[src/hw/rtl/alst_pkg.sv]
`default_nettype none

package alst_pkg;

   localparam int TABLE_DEPTH = 64;
   localparam int ADDR_WIDTH  = 48;
   localparam int IDX_WIDTH   = (TABLE_DEPTH > 1) ? $clog2(TABLE_DEPTH) : 1;
   localparam int CNT_WIDTH   = $clog2(TABLE_DEPTH + 1);
   localparam int LEAK_WIDTH  = 7;

   localparam logic [LEAK_WIDTH-1:0] LEAK_MAX = {LEAK_WIDTH{1'b1}};

   // action codes
   localparam logic [2:0] ACT_ALLOC   = 3'd0;
   localparam logic [2:0] ACT_FREE    = 3'd1;
   localparam logic [2:0] ACT_UNTRACK = 3'd2;
   localparam logic [2:0] ACT_FINISH  = 3'd3;
   localparam logic [2:0] ACT_CLEAR   = 3'd4;

   // entry conditions
   localparam logic [1:0] COND_ALLOC = 2'd0;
   localparam logic [1:0] COND_FREED = 2'd1;
   localparam logic [1:0] COND_ERROR = 2'd2;
   localparam logic [1:0] COND_NONE  = 2'd3;

   // result status codes
   localparam logic [2:0] STAT_OK        = 3'd0;
   localparam logic [2:0] STAT_UNTRACKED = 3'd1;
   localparam logic [2:0] STAT_DOUBLE    = 3'd2;
   localparam logic [2:0] STAT_FULL      = 3'd3;
   localparam logic [2:0] STAT_LEAK      = 3'd4;

   typedef struct packed {
      logic [2:0]            action;
      logic [ADDR_WIDTH-1:0] address;
   } req_type;

   typedef struct packed {
      logic [2:0]            status;
      logic [1:0]            entry_condition;
      logic [LEAK_WIDTH-1:0] leak_count;
   } rsp_type;

   typedef struct packed {
      logic [ADDR_WIDTH-1:0] address;
      logic [1:0]            condition;
   } entry_type;

   // controller -> datapath
   typedef struct packed {
      logic capture;
      logic scan_run;
      logic commit;
   } ctl_cmd_type;

   // datapath -> controller
   typedef struct packed {
      logic need_scan;
      logic scan_done;
   } dp_stat_type;

endpackage

`default_nettype wire

[src/hw/rtl/allocation_state_tracker.sv]
`default_nettype none

// Allocation state tracker: a table of TABLE_DEPTH heap block addresses, each
// tagged allocated, freed or error.
// Request channel: drive req_data (action, address) and raise start; the
// transfer happens at the edge where start is high and busy is low. busy stays
// high until the event is fully applied to the table.
// Result channel: rsp_strobe is high for exactly one cycle with rsp_data
// (status, entry_condition, leak_count). The receiver cannot stall, so the
// result must be captured in that cycle; nothing is held back.
// From start transfer to strobe: allocate/free/untrack of a nonzero
// address and checked finish walk the whole table one slot per cycle through
// the table RAM read port. Null address allocate/free/untrack, clear and
// unused codes skip the walk and go straight from decode to commit.
// One event is taken at a time; start may be raised again in the cycle
// the strobe is shown.
// Reset empties the table at once (valid bits in flops); RAM contents of
// invalid slots are read by the scan but ignored, so no clearing pass is needed.

module allocation_state_tracker (
   input  wire logic              clock,
   input  wire logic              reset,
   input  wire logic              start,
   output logic                   busy,
   input  wire alst_pkg::req_type req_data,
   output logic                   rsp_strobe,
   output alst_pkg::rsp_type      rsp_data
);

   import alst_pkg::*;

   ctl_cmd_type ctl_cmd;
   dp_stat_type dp_stat;

   // sequencer: idle, decode, scan, commit
   alst_ctrl u_ctrl (
      .clock   (clock),
      .reset   (reset),
      .start   (start),
      .dp_stat (dp_stat),
      .busy    (busy),
      .cmd     (ctl_cmd)
   );

   // table, slot scan, update and result register
   alst_dp u_dp (
      .clock      (clock),
      .reset      (reset),
      .req_data   (req_data),
      .cmd        (ctl_cmd),
      .dp_stat    (dp_stat),
      .rsp_strobe (rsp_strobe),
      .rsp_data   (rsp_data)
   );

endmodule

`default_nettype wire

[src/hw/rtl/alst_ram.sv]
`default_nettype none

module alst_ram #(
   parameter int DATA_WIDTH = 8,
   parameter int DEPTH      = 16
) (
   input  wire logic                                         clock,
   input  wire logic                                         wr_en,
   input  wire logic [((DEPTH > 1) ? $clog2(DEPTH) : 1)-1:0] wr_addr,
   input  wire logic [DATA_WIDTH-1:0]                        wr_data,
   input  wire logic                                         rd_en,
   input  wire logic [((DEPTH > 1) ? $clog2(DEPTH) : 1)-1:0] rd_addr,
   output logic      [DATA_WIDTH-1:0]                        rd_data
);

   logic [DATA_WIDTH-1:0] mem_ff [DEPTH];
   logic [DATA_WIDTH-1:0] rd_data_ff;

   always_ff @(posedge clock) begin
      if (wr_en) begin
         mem_ff[wr_addr] <= wr_data;
      end
      if (rd_en) begin
         rd_data_ff <= mem_ff[rd_addr];
      end
   end

   assign rd_data = rd_data_ff;

endmodule

`default_nettype wire

[src/hw/rtl/alst_ctrl.sv]
`default_nettype none

module alst_ctrl (
   input  wire logic                 clock,
   input  wire logic                 reset,
   input  wire logic                 start,
   input  wire alst_pkg::dp_stat_type dp_stat,
   output logic                      busy,
   output alst_pkg::ctl_cmd_type     cmd
);

   import alst_pkg::*;

   localparam logic [1:0] S_IDLE   = 2'd0;
   localparam logic [1:0] S_DECODE = 2'd1;
   localparam logic [1:0] S_SCAN   = 2'd2;
   localparam logic [1:0] S_COMMIT = 2'd3;

   logic [1:0] state_ff;
   logic [1:0] state_in;

   always_comb begin
      state_in     = state_ff;
      cmd.capture  = 1'b0;
      cmd.scan_run = 1'b0;
      cmd.commit   = 1'b0;
      case (state_ff)
         S_IDLE: begin
            if (start) begin
               cmd.capture = 1'b1;
               state_in    = S_DECODE;
            end
         end
         S_DECODE: begin
            state_in = dp_stat.need_scan ? S_SCAN : S_COMMIT;
         end
         S_SCAN: begin
            cmd.scan_run = 1'b1;
            if (dp_stat.scan_done) begin
               state_in = S_COMMIT;
            end
         end
         S_COMMIT: begin
            cmd.commit = 1'b1;
            state_in   = S_IDLE;
         end
         default: begin
            state_in = S_IDLE;
         end
      endcase
   end

   always_ff @(posedge clock) begin
      if (reset) begin
         state_ff <= S_IDLE;
      end else begin
         state_ff <= state_in;
      end
   end

   assign busy = (state_ff != S_IDLE);

endmodule

`default_nettype wire

[src/hw/rtl/alst_dp.sv]
`default_nettype none

module alst_dp (
   input  wire logic                  clock,
   input  wire logic                  reset,
   input  wire alst_pkg::req_type     req_data,
   input  wire alst_pkg::ctl_cmd_type cmd,
   output alst_pkg::dp_stat_type      dp_stat,
   output logic                       rsp_strobe,
   output alst_pkg::rsp_type          rsp_data
);

   import alst_pkg::*;

   // request
   req_type               req_ff, req_in;
   // scan pointer and read pipeline
   logic [CNT_WIDTH-1:0]  scan_ptr_ff, scan_ptr_in;
   logic                  chk_vld_ff, chk_vld_in;
   logic [IDX_WIDTH-1:0]  chk_idx_ff, chk_idx_in;
   // search results
   logic                  hit_ff, hit_in;
   logic [IDX_WIDTH-1:0]  hit_idx_ff, hit_idx_in;
   logic [1:0]            hit_cond_ff, hit_cond_in;
   logic                  free_ff, free_in;
   logic [IDX_WIDTH-1:0]  free_idx_ff, free_idx_in;
   logic [LEAK_WIDTH-1:0] leak_ff, leak_in;
   // table valid bits
   logic [TABLE_DEPTH-1:0] valid_ff, valid_in;
   // result register
   rsp_type               rsp_ff, rsp_in;
   logic                  rsp_strobe_ff, rsp_strobe_in;

   // table memory
   logic                  ram_we;
   logic [IDX_WIDTH-1:0]  ram_waddr;
   entry_type             ram_wdata;
   logic                  ram_re;
   entry_type             ram_rdata;

   logic                  addr_null;
   logic                  ptr_live;
   logic                  slot_valid;
   logic [1:0]            new_cond;

   alst_ram #(
      .DATA_WIDTH ($bits(entry_type)),
      .DEPTH      (TABLE_DEPTH)
   ) u_table (
      .clock   (clock),
      .wr_en   (ram_we),
      .wr_addr (ram_waddr),
      .wr_data (ram_wdata),
      .rd_en   (ram_re),
      .rd_addr (scan_ptr_ff[IDX_WIDTH-1:0]),
      .rd_data (ram_rdata)
   );

   assign addr_null  = (req_ff.address == '0);
   assign ptr_live   = (scan_ptr_ff < CNT_WIDTH'(TABLE_DEPTH));
   assign slot_valid = valid_ff[chk_idx_ff];
   assign ram_re     = cmd.scan_run && ptr_live;

   assign dp_stat.need_scan = (((req_ff.action == ACT_ALLOC) ||
                                (req_ff.action == ACT_FREE) ||
                                (req_ff.action == ACT_UNTRACK)) && !addr_null) ||
                              (req_ff.action == ACT_FINISH);
   assign dp_stat.scan_done = !ptr_live && !chk_vld_ff;

   always_comb begin
      req_in        = req_ff;
      scan_ptr_in   = scan_ptr_ff;
      chk_vld_in    = 1'b0;
      chk_idx_in    = chk_idx_ff;
      hit_in        = hit_ff;
      hit_idx_in    = hit_idx_ff;
      hit_cond_in   = hit_cond_ff;
      free_in       = free_ff;
      free_idx_in   = free_idx_ff;
      leak_in       = leak_ff;
      valid_in      = valid_ff;
      rsp_in        = rsp_ff;
      rsp_strobe_in = 1'b0;
      ram_we        = 1'b0;
      ram_waddr     = hit_idx_ff;
      ram_wdata     = '{address: req_ff.address, condition: COND_ALLOC};
      new_cond      = COND_ALLOC;

      if (cmd.capture) begin
         req_in      = req_data;
         scan_ptr_in = '0;
         hit_in      = 1'b0;
         free_in     = 1'b0;
         leak_in     = '0;
      end

      // one slot per cycle: issue a read, check the slot read last cycle
      if (ram_re) begin
         scan_ptr_in = scan_ptr_ff + CNT_WIDTH'(1);
         chk_vld_in  = 1'b1;
         chk_idx_in  = scan_ptr_ff[IDX_WIDTH-1:0];
      end
      if (chk_vld_ff) begin
         if (slot_valid && !hit_ff && (ram_rdata.address == req_ff.address)) begin
            hit_in      = 1'b1;
            hit_idx_in  = chk_idx_ff;
            hit_cond_in = ram_rdata.condition;
         end
         if (!slot_valid && !free_ff) begin
            free_in     = 1'b1;
            free_idx_in = chk_idx_ff;
         end
         if (slot_valid && (ram_rdata.condition == COND_ALLOC) && (leak_ff != LEAK_MAX)) begin
            leak_in = leak_ff + LEAK_WIDTH'(1);
         end
      end

      if (cmd.commit) begin
         rsp_strobe_in          = 1'b1;
         rsp_in.status          = STAT_OK;
         rsp_in.entry_condition = COND_NONE;
         rsp_in.leak_count      = '0;
         case (req_ff.action)
            ACT_ALLOC: begin
               if (!addr_null) begin
                  if (hit_ff) begin
                     new_cond               = (hit_cond_ff == COND_ERROR) ? COND_ERROR
                                                                          : COND_ALLOC;
                     ram_we                 = 1'b1;
                     ram_waddr              = hit_idx_ff;
                     ram_wdata.condition    = new_cond;
                     rsp_in.entry_condition = new_cond;
                     if (new_cond == COND_ERROR) begin
                        rsp_in.status = STAT_DOUBLE;
                     end
                  end else if (free_ff) begin
                     ram_we                 = 1'b1;
                     ram_waddr              = free_idx_ff;
                     valid_in[free_idx_ff]  = 1'b1;
                     rsp_in.entry_condition = COND_ALLOC;
                  end else begin
                     rsp_in.status = STAT_FULL;
                  end
               end
            end
            ACT_FREE: begin
               if (!addr_null) begin
                  if (hit_ff) begin
                     new_cond               = (hit_cond_ff == COND_ALLOC) ? COND_FREED
                                                                          : COND_ERROR;
                     ram_we                 = 1'b1;
                     ram_waddr              = hit_idx_ff;
                     ram_wdata.condition    = new_cond;
                     rsp_in.entry_condition = new_cond;
                     if (new_cond == COND_ERROR) begin
                        rsp_in.status = STAT_DOUBLE;
                     end
                  end else begin
                     rsp_in.status = STAT_UNTRACKED;
                  end
               end
            end
            ACT_UNTRACK: begin
               if (!addr_null && hit_ff) begin
                  valid_in[hit_idx_ff] = 1'b0;
               end
            end
            ACT_FINISH: begin
               valid_in          = '0;
               rsp_in.leak_count = leak_ff;
               if (leak_ff != '0) begin
                  rsp_in.status = STAT_LEAK;
               end
            end
            ACT_CLEAR: begin
               valid_in = '0;
            end
            default: begin
            end
         endcase
      end
   end

   always_ff @(posedge clock) begin
      if (reset) begin
         valid_ff      <= '0;
         chk_vld_ff    <= 1'b0;
         rsp_strobe_ff <= 1'b0;
      end else begin
         valid_ff      <= valid_in;
         chk_vld_ff    <= chk_vld_in;
         rsp_strobe_ff <= rsp_strobe_in;
      end
      req_ff      <= req_in;
      scan_ptr_ff <= scan_ptr_in;
      chk_idx_ff  <= chk_idx_in;
      hit_ff      <= hit_in;
      hit_idx_ff  <= hit_idx_in;
      hit_cond_ff <= hit_cond_in;
      free_ff     <= free_in;
      free_idx_ff <= free_idx_in;
      leak_ff     <= leak_in;
      rsp_ff      <= rsp_in;
   end

   assign rsp_strobe = rsp_strobe_ff;
   assign rsp_data   = rsp_ff;

   // a matched slot stays valid while the scan runs
   a_hit_valid: assert property (@(posedge clock) disable iff (reset)
      (cmd.scan_run && hit_ff) |-> valid_ff[hit_idx_ff])
      else $error("matched slot lost its valid bit during scan");

   // leaks reported only with leak status
   a_leak_status: assert property (@(posedge clock) disable iff (reset)
      (rsp_strobe_ff && (rsp_ff.leak_count != '0)) |-> (rsp_ff.status == STAT_LEAK))
      else $error("nonzero leak count without leak status");

   // an entry condition comes only with ok or double status
   a_cond_status: assert property (@(posedge clock) disable iff (reset)
      (rsp_strobe_ff && (rsp_ff.entry_condition != COND_NONE)) |->
      ((rsp_ff.status == STAT_OK) || (rsp_ff.status == STAT_DOUBLE)))
      else $error("entry condition with unexpected status");

   // a free slot found by the scan is really empty at commit
   a_free_empty: assert property (@(posedge clock) disable iff (reset)
      (cmd.commit && free_ff) |-> !valid_ff[free_idx_ff])
      else $error("free slot marked valid");

endmodule

`default_nettype wire
[config.mk]
export PLATFORM = sky130hd
export DESIGN_NAME = allocation_state_tracker
export DESIGN_NICKNAME = d
export VERILOG_FILES = /design/src/hw/rtl/alst_pkg.sv /design/src/hw/rtl/allocation_state_tracker.sv /design/src/hw/rtl/alst_ram.sv /design/src/hw/rtl/alst_ctrl.sv /design/src/hw/rtl/alst_dp.sv
export SDC_FILE = /design/constraint.sdc
export NUM_CORES = 2
export LEC_CHECK = 0
export BUFFER_PORTS_ARGS = -buffer_cell sky130_fd_sc_hd__buf_2
export CAP_MARGIN = 40
export CORE_MARGIN = 5
export CORE_UTILIZATION = 60
export CTS_CLUSTER_SIZE = 28
export DETAILED_ROUTE_END_ITERATION = 10
export PLACE_DENSITY = 0.74
export SLEW_MARGIN = 20
export SYNTH_ARGS = -nofsm -noshare
export SYNTH_HDL_FRONTEND = slang
export SYNTH_SLANG_ARGS = --single-unit
[constraint.sdc]
create_clock -name clock -period 11.6 [get_ports clock]
set_clock_uncertainty 0.2 [all_clocks]
set_input_delay 0 -clock clock [delete_from_list [all_inputs] [get_ports clock]]
set_output_delay 0 -clock clock [all_outputs]
set_load 0.1 [all_outputs]
# == Word level (Yosys, flattened, before mapping) ==
# Memories as Yosys holds them, arrays and structs flattened. A register that Yosys moved wholly into a read port is not among the register bits.
# Index checks and enable logic that the tools add are counted.
# word_totals
regBits,167
mem_bits_rw,3200
in_bits,54
output_inout_bits,14
word_cells,147
memories,1
# classes
addsub,2
n_lt_le_gt_ge,6
eq_ne,18
muxes,66
n_bitwise,3
reduce_logical,34
# memory_table
memory,words,word_bits,read_ports,rd_ports_with_merged_regs,wr,line_no,rtl
u_dp.u_table.mem_ff,64,50,1,1,1,alst_ram.sv:16,logic [DATA_WIDTH-1:0] mem_ff [DEPTH];
# op_table
cell,n
$mux 64,4
$pmux 64 s3,1
$and 64x64->64,1
$not 64->64,1
$or 64x64->64,1
$eq 48x48->1,1
$logic_not 48->1,1
$mux 7,5
$mux 2,15
$mux 6,5
$mux 1,24
$lt 6x7->1 const B,3
$add 7x1->7 const B,2
$demux 1 s6,2
$ge 6x1->1 const B,2
$logic_and 1x1->1,11
$eq 2x2->1 const B,5
$mux 5,2
$ne 2x2->1 const B,5
$pmux 3 s3,1
$pmux 2 s2,2
$pmux 2 s4,1
$lt 7x7->1 const B,1
$ne 7x7->1 const B,1
other kinds (19),32

# == Longest topological paths before layout ==
# depth
depth_word,9
depth_mapped,12
depth_no_buf,8

# == Hierarchy ==
# From an unflattened synthesis, not the netlist that was laid out.
# hier_totals
cells_unflattened,6155
hier_area_um2,131338.5
# by_module_without_submodules
mod,instances,cells_per_inst,area_per_inst_um2,seq_area_each_um2
alst_ram,1,5457,123450.9,97593.6
alst_dp,1,677,7684.9,4204.0
alst_ctrl,1,21,202.7,40.0

# == Worst setup path after synthesis ==
# No wires, ideal clock.
# synth_timing
kind,register -> register
start,"reg u_dp.req_ff, in the netlist u_dp.ram_wdata[21]"
end,"mem u_dp.u_table.mem_ff[39][0] (netlist name), enable pin"
setup_time_ns,0.475
t_arrival_ns,4.842
t_required_ns,10.925
slack_ns,6.083
stages_incl_launch_ff,8
n_path_buf,0
period_less_slack_ns,5.517
path_cell_list,edfxtp_1 nor4_1 nand4_1 o31ai_1 or3_1 nor2_1 nand3_1 o22ai_1
# synth_between
elab_chain_cells,6
elab_cells_between_ends,10
classes_between,mux (9); reduce/logical (1)
# synth_lines
item,line_no,rtl
start: declaration,alst_dp.sv:16,"req_type req_ff, req_in;"
start signal: assignment,alst_dp.sv:194,req_ff <= req_in;
$logic_not 48->1 (*),alst_dp.sv:59,assign addr_null = (req_ff.address == '0);
$mux 1 (on tied branches),"alst_dp.sv:147, alst_dp.sv:125",
$pmux 1 s2,alst_dp.sv:123,case (req_ff.action)
$mux 1,alst_dp.sv:118,if (cmd.commit) begin
$mux 1,alst_ram.sv:20,if (wr_en) begin
$mux 1 (implied by the code),alst_ram.sv:21,mem_ff[wr_addr] <= wr_data;
end: declaration,alst_ram.sv:16,
# Mark *: on every way between the ends. The rest lies on a longest branch, timed or not.

# == Worst setup path in the final report ==
# layout_timing
start,"reg u_dp.req_ff, in the netlist u_dp.ram_wdata[4]"
end,"mem u_dp.u_table.mem_ff[43][13] (netlist name), enable pin"
# The elaborated chain is that of the path after synthesis.

==> results by group <==
Worst hold path
  • HP Class: in2reg
  • Worst Hold Depth: 4

STA
  • Hold WS: approximately 0.07 ns
  • Endpoints failing setup: 0
  • Setup total negative slack: 0 ns
  • Slew margin rel.: a little over a fifth
  • Final Critical Period: between 5 and 6 ns
  • Final period util: between 40% and 50%
  • Final max-slew violation count: 0
  • RSZ-0062 raised after global routing: false
  • Measured slew at the worst slew-check pin: ~1.2 ns
  • F_max: 176 MHz
  • Final Hold Viols: 0

Worst setup path
  • Critical Path Start Type: flip-flop
  • Crit path DAT: about 6.1 ns
  • Critical path class: reg2reg
  • CP delay by family, top: buffers and inverters
  • Cell-by-cell trace of the critical path: buf_4, nor4_1, clkdlybuf4s15_2, nand4_1, o31ai_1, buf_4, or3_1, nor2_1, nand3_1, o22ai_4, buf_4
  • Crit. End Element: flip-flop
  • CP Max Fanout: between 60 and 70
  • WP depth: 11
  • CP max-delay cell: o22ai_4
  • Req. time, crit path: 11.96 ns
  • Buf/Inv on CP: 4
  • Max incr delay on CP: between 0.9 and 1 ns
  • Most frequent CP cell: buf_4
  • Reg2Reg Depth: 11

Detailed routing
  • Total Wirelength: 359 mm
  • Routed Antenna Nets: 0
  • DRC Markers: 0
  • DRT Pass-1 Iters: 6
  • Vias: just under 70000
  • 1st-iter DRT viols: 11733
  • Drt via density: between 7 and 8
  • Wirelength per Cell: approximately 38 um

Global route
  • Pin count of the biggest net entering global routing: approximately 130
  • Antenna violations before repair: 18
  • First-pass GRT wire length: 507 mm
  • Total track usage: a little under a third
  • Gr ovfl total: 0
  • Number of global-route vias before repair: between 60000 and 70000

Synthesis
  • Syn nets: ~6000
  • #FFs+latches synth: between 3000 and 4000
  • Async S/R FF share, synth: 0%
  • Post-synth EDFFs: between 3000 and 4000
  • Yosys cell types: 65
  • Post-Syn Area per Cell: 22.2 sq um
  • Yosys Warn Count: 0
  • Leading post-synthesis cells by cell area: edfxtp_1, mux4_2, mux2i_1
  • Area share of the largest cell type after synthesis: about three quarters
  • Register area share after synthesis: between 70% and 80%
  • Commonest register cell after synthesis: edfxtp_1
  • Syn Inst Count: between 5000 and 6000
  • Synth Cell Area: ~130000 sq um
  • Synth area leader: edfxtp_1

Run
  • Maxcap violations: 0

Pwr
  • Power per cell area: 218 nW/um^2
  • Max VDD drop: 0.199 mV
  • Static Leak: about 46 nW

Clocking
  • Clock slew seen by the registers of the worst setup and hold paths: 0.06 ns
  • CTS tree: built
  • Number of setup buffers added after CTS: 0
  • Worst-case clock buffer depth: 4
  • Clock buffer count from CTS: around 340
  • H-tree depth: 5
  • CTS resizes: 0
  • Root Buffer: clkbuf_16
  • Worst-Skew Late Latency: between 0.9 and 1 ns
  • # clock sinks: ~3400

Floorplan
  • DIE HEIGHT: 478 um
  • FP Rows: roughly 170
  • IO Pins: between 60 and 70
  • Die Wd: between 400 and 500 um
  • Initial Utilization: approximately three fifths
  • Core area: ~220000 sq um
  • Die area: about 230000 sq um

Placement
  • Final GP Congestion: 0.877
  • Hpwl dp: roughly 190 mm
  • PortBufs: 67

Layout
  • # fillers: about 12000
  • Share of cells above drive strength 1: 26.2%
  • Commonest non-fill, non-tap cell in the layout: edfxtp_1
  • Layout area overhead: 13.8%
  • Leading cell types in the layout, fill and taps excluded: edfxtp_1, mux4_2, clkbuf_16
  • Nets: 6468

Outcome
  • Status: finished clean
==> worst reg2reg max path, delay by kind of cell (launching register included) <==
| kind | cells | cell delay (ns) |
|---|---|---|
| buffers and inverters | 4 | 1.88 |
| DFF | 1 | 0.32 |
| AOI/OAI and AO/OA | 2 | 1.12 |
| and+or+nand+nor | 5 | 1.70 |
==> final timing paths <==
| path | startpoint | to | slack (ns) |
|---|---|---|---|
| setup / recovery | u_dp.ram_wdata[4]$_DFFE_PP_ | u_dp.u_table.mem_ff[43][13]$_DFFE_PP_ | 5.91 |
| hold / removal | reset | u_ctrl.state_ff[1]$_SDFFE_PP0P_ | 0.07 |
| setup reg to reg | u_dp.ram_wdata[4]$_DFFE_PP_ | u_dp.u_table.mem_ff[43][13]$_DFFE_PP_ | 5.91 |
| hold reg to reg | u_dp.free_ff$_DFF_P_ | u_dp.free_ff$_DFF_P_ | 0.29 |
==> registers in the layout (all words and copies together), names as in the netlist <==
signal                flops
u_dp.free_idx_ff          6
u_dp.free_ff              1
u_dp.u_table.mem_ff    3200
u_dp.leak_ff              7
u_dp.req_ff               3
u_dp.hit_cond_ff          2
u_dp.rsp_data            12
u_dp.chk_vld_ff           1
u_dp.chk_idx_ff           6
u_dp.scan_ptr_ff          7
u_dp.valid_ff            64
u_dp.ram_wdata           48
u_dp.hit_idx_ff           6
u_ctrl.state_ff           2
u_dp.hit_ff               1
u_dp.rsp_strobe           1
u_dp.u_table.rd_data     50
==> kinds of logic after synthesis <==
family / share of synthesized area [%]
xor gates and xnor gates: 0.266
buffers and inverters: 1.25
and+or+nand+nor: 1.46
muxes: 16.4
DFF: 77.5
adders and majority gates: 0.0761
AOI/OAI and AO/OA: 3.10
==> layer usage <==
| layer | share of wire (%) | track usage [%] | wire length, um |
|---|---|---|---|
| met1 | 34 | 43.7 | 124000 |
| met4 | 4.7 | 13.1 | 16800 |
| met5 | 0.0050 | 0 | 18 |
| met2 | 47 | 48.5 | 169000 |
| met3 | 14 | 8.41 | 49500 |
==> report_power, final <==
group / internal (mW) / switching (mW) / total (mW)
Clock: 5.95 / 4.46 / 10.4
Combinational: 3.13 / 4.67 / 7.81
Sequential: 14.3 / 0.102 / 14.4
==> cells in the mapped netlist, types with 7 or more instances <==
master    number
nor3_1        22
mux2i_1      225
nand4_1       11
nand3_1       18
mux4_2       845
mux4_1         9
buf_2         84
ha_1           8
nand2_1      132
xnor2_1       32
edfxtp_1    3340
nand3b_1       7
nor2_1        46
nand2b_1      12
o221ai_1     105
o21ai_0      105
inv_1         27
nor2b_1       71
o22ai_1      144
a211oi_1      57
buf_4         26
a31oi_1       28
buf_1         37
clkbuf_1     177
or3_1          7
dfxtp_1       77
a21oi_1      177
xor2_1         8
nor4_1        17
==> per-stage QoR <==
step	utilization (%)	setup WS (ns)	power, mW	area [sq um]	std cells
after detailed placement	63.4	5.96	22.3	138000	8799
after floorplan	-	6.08	19.7	131000	5927
after global placement	62.7	6.02	22.0	136000	8715
after CTS	68.6	5.90	32.6	149000	9484
after global routing	68.7	5.83	33.6	150000	9503
final	68.8	5.91	32.6	150000	9505
==> area by class of cell <==
| type | count | area [sq um] | area share [%] |
|---|---|---|---|
| flip-flops and latches | 3417 | 102000 | 68.1 |
| multi-input cells | 2149 | 28900 | 19.3 |
| clock inverters | 157 | 1310 | 0.877 |
| diodes | 3 | 7.51 | 0.00502 |
| well taps | 2854 | 3570 | 2.39 |
| clock buffers | 422 | 8950 | 5.99 |
| repair buffers | 474 | 4840 | 3.24 |
| inverters | 29 | 126 | 0.0845 |
==> what timing repair did <==
item	in CTS	in global routing
hold buffers	106	0
endpoints found under the hold margin	144	0
endpoints found under the setup margin	0	0
Power figures use the tool's default switching activity.
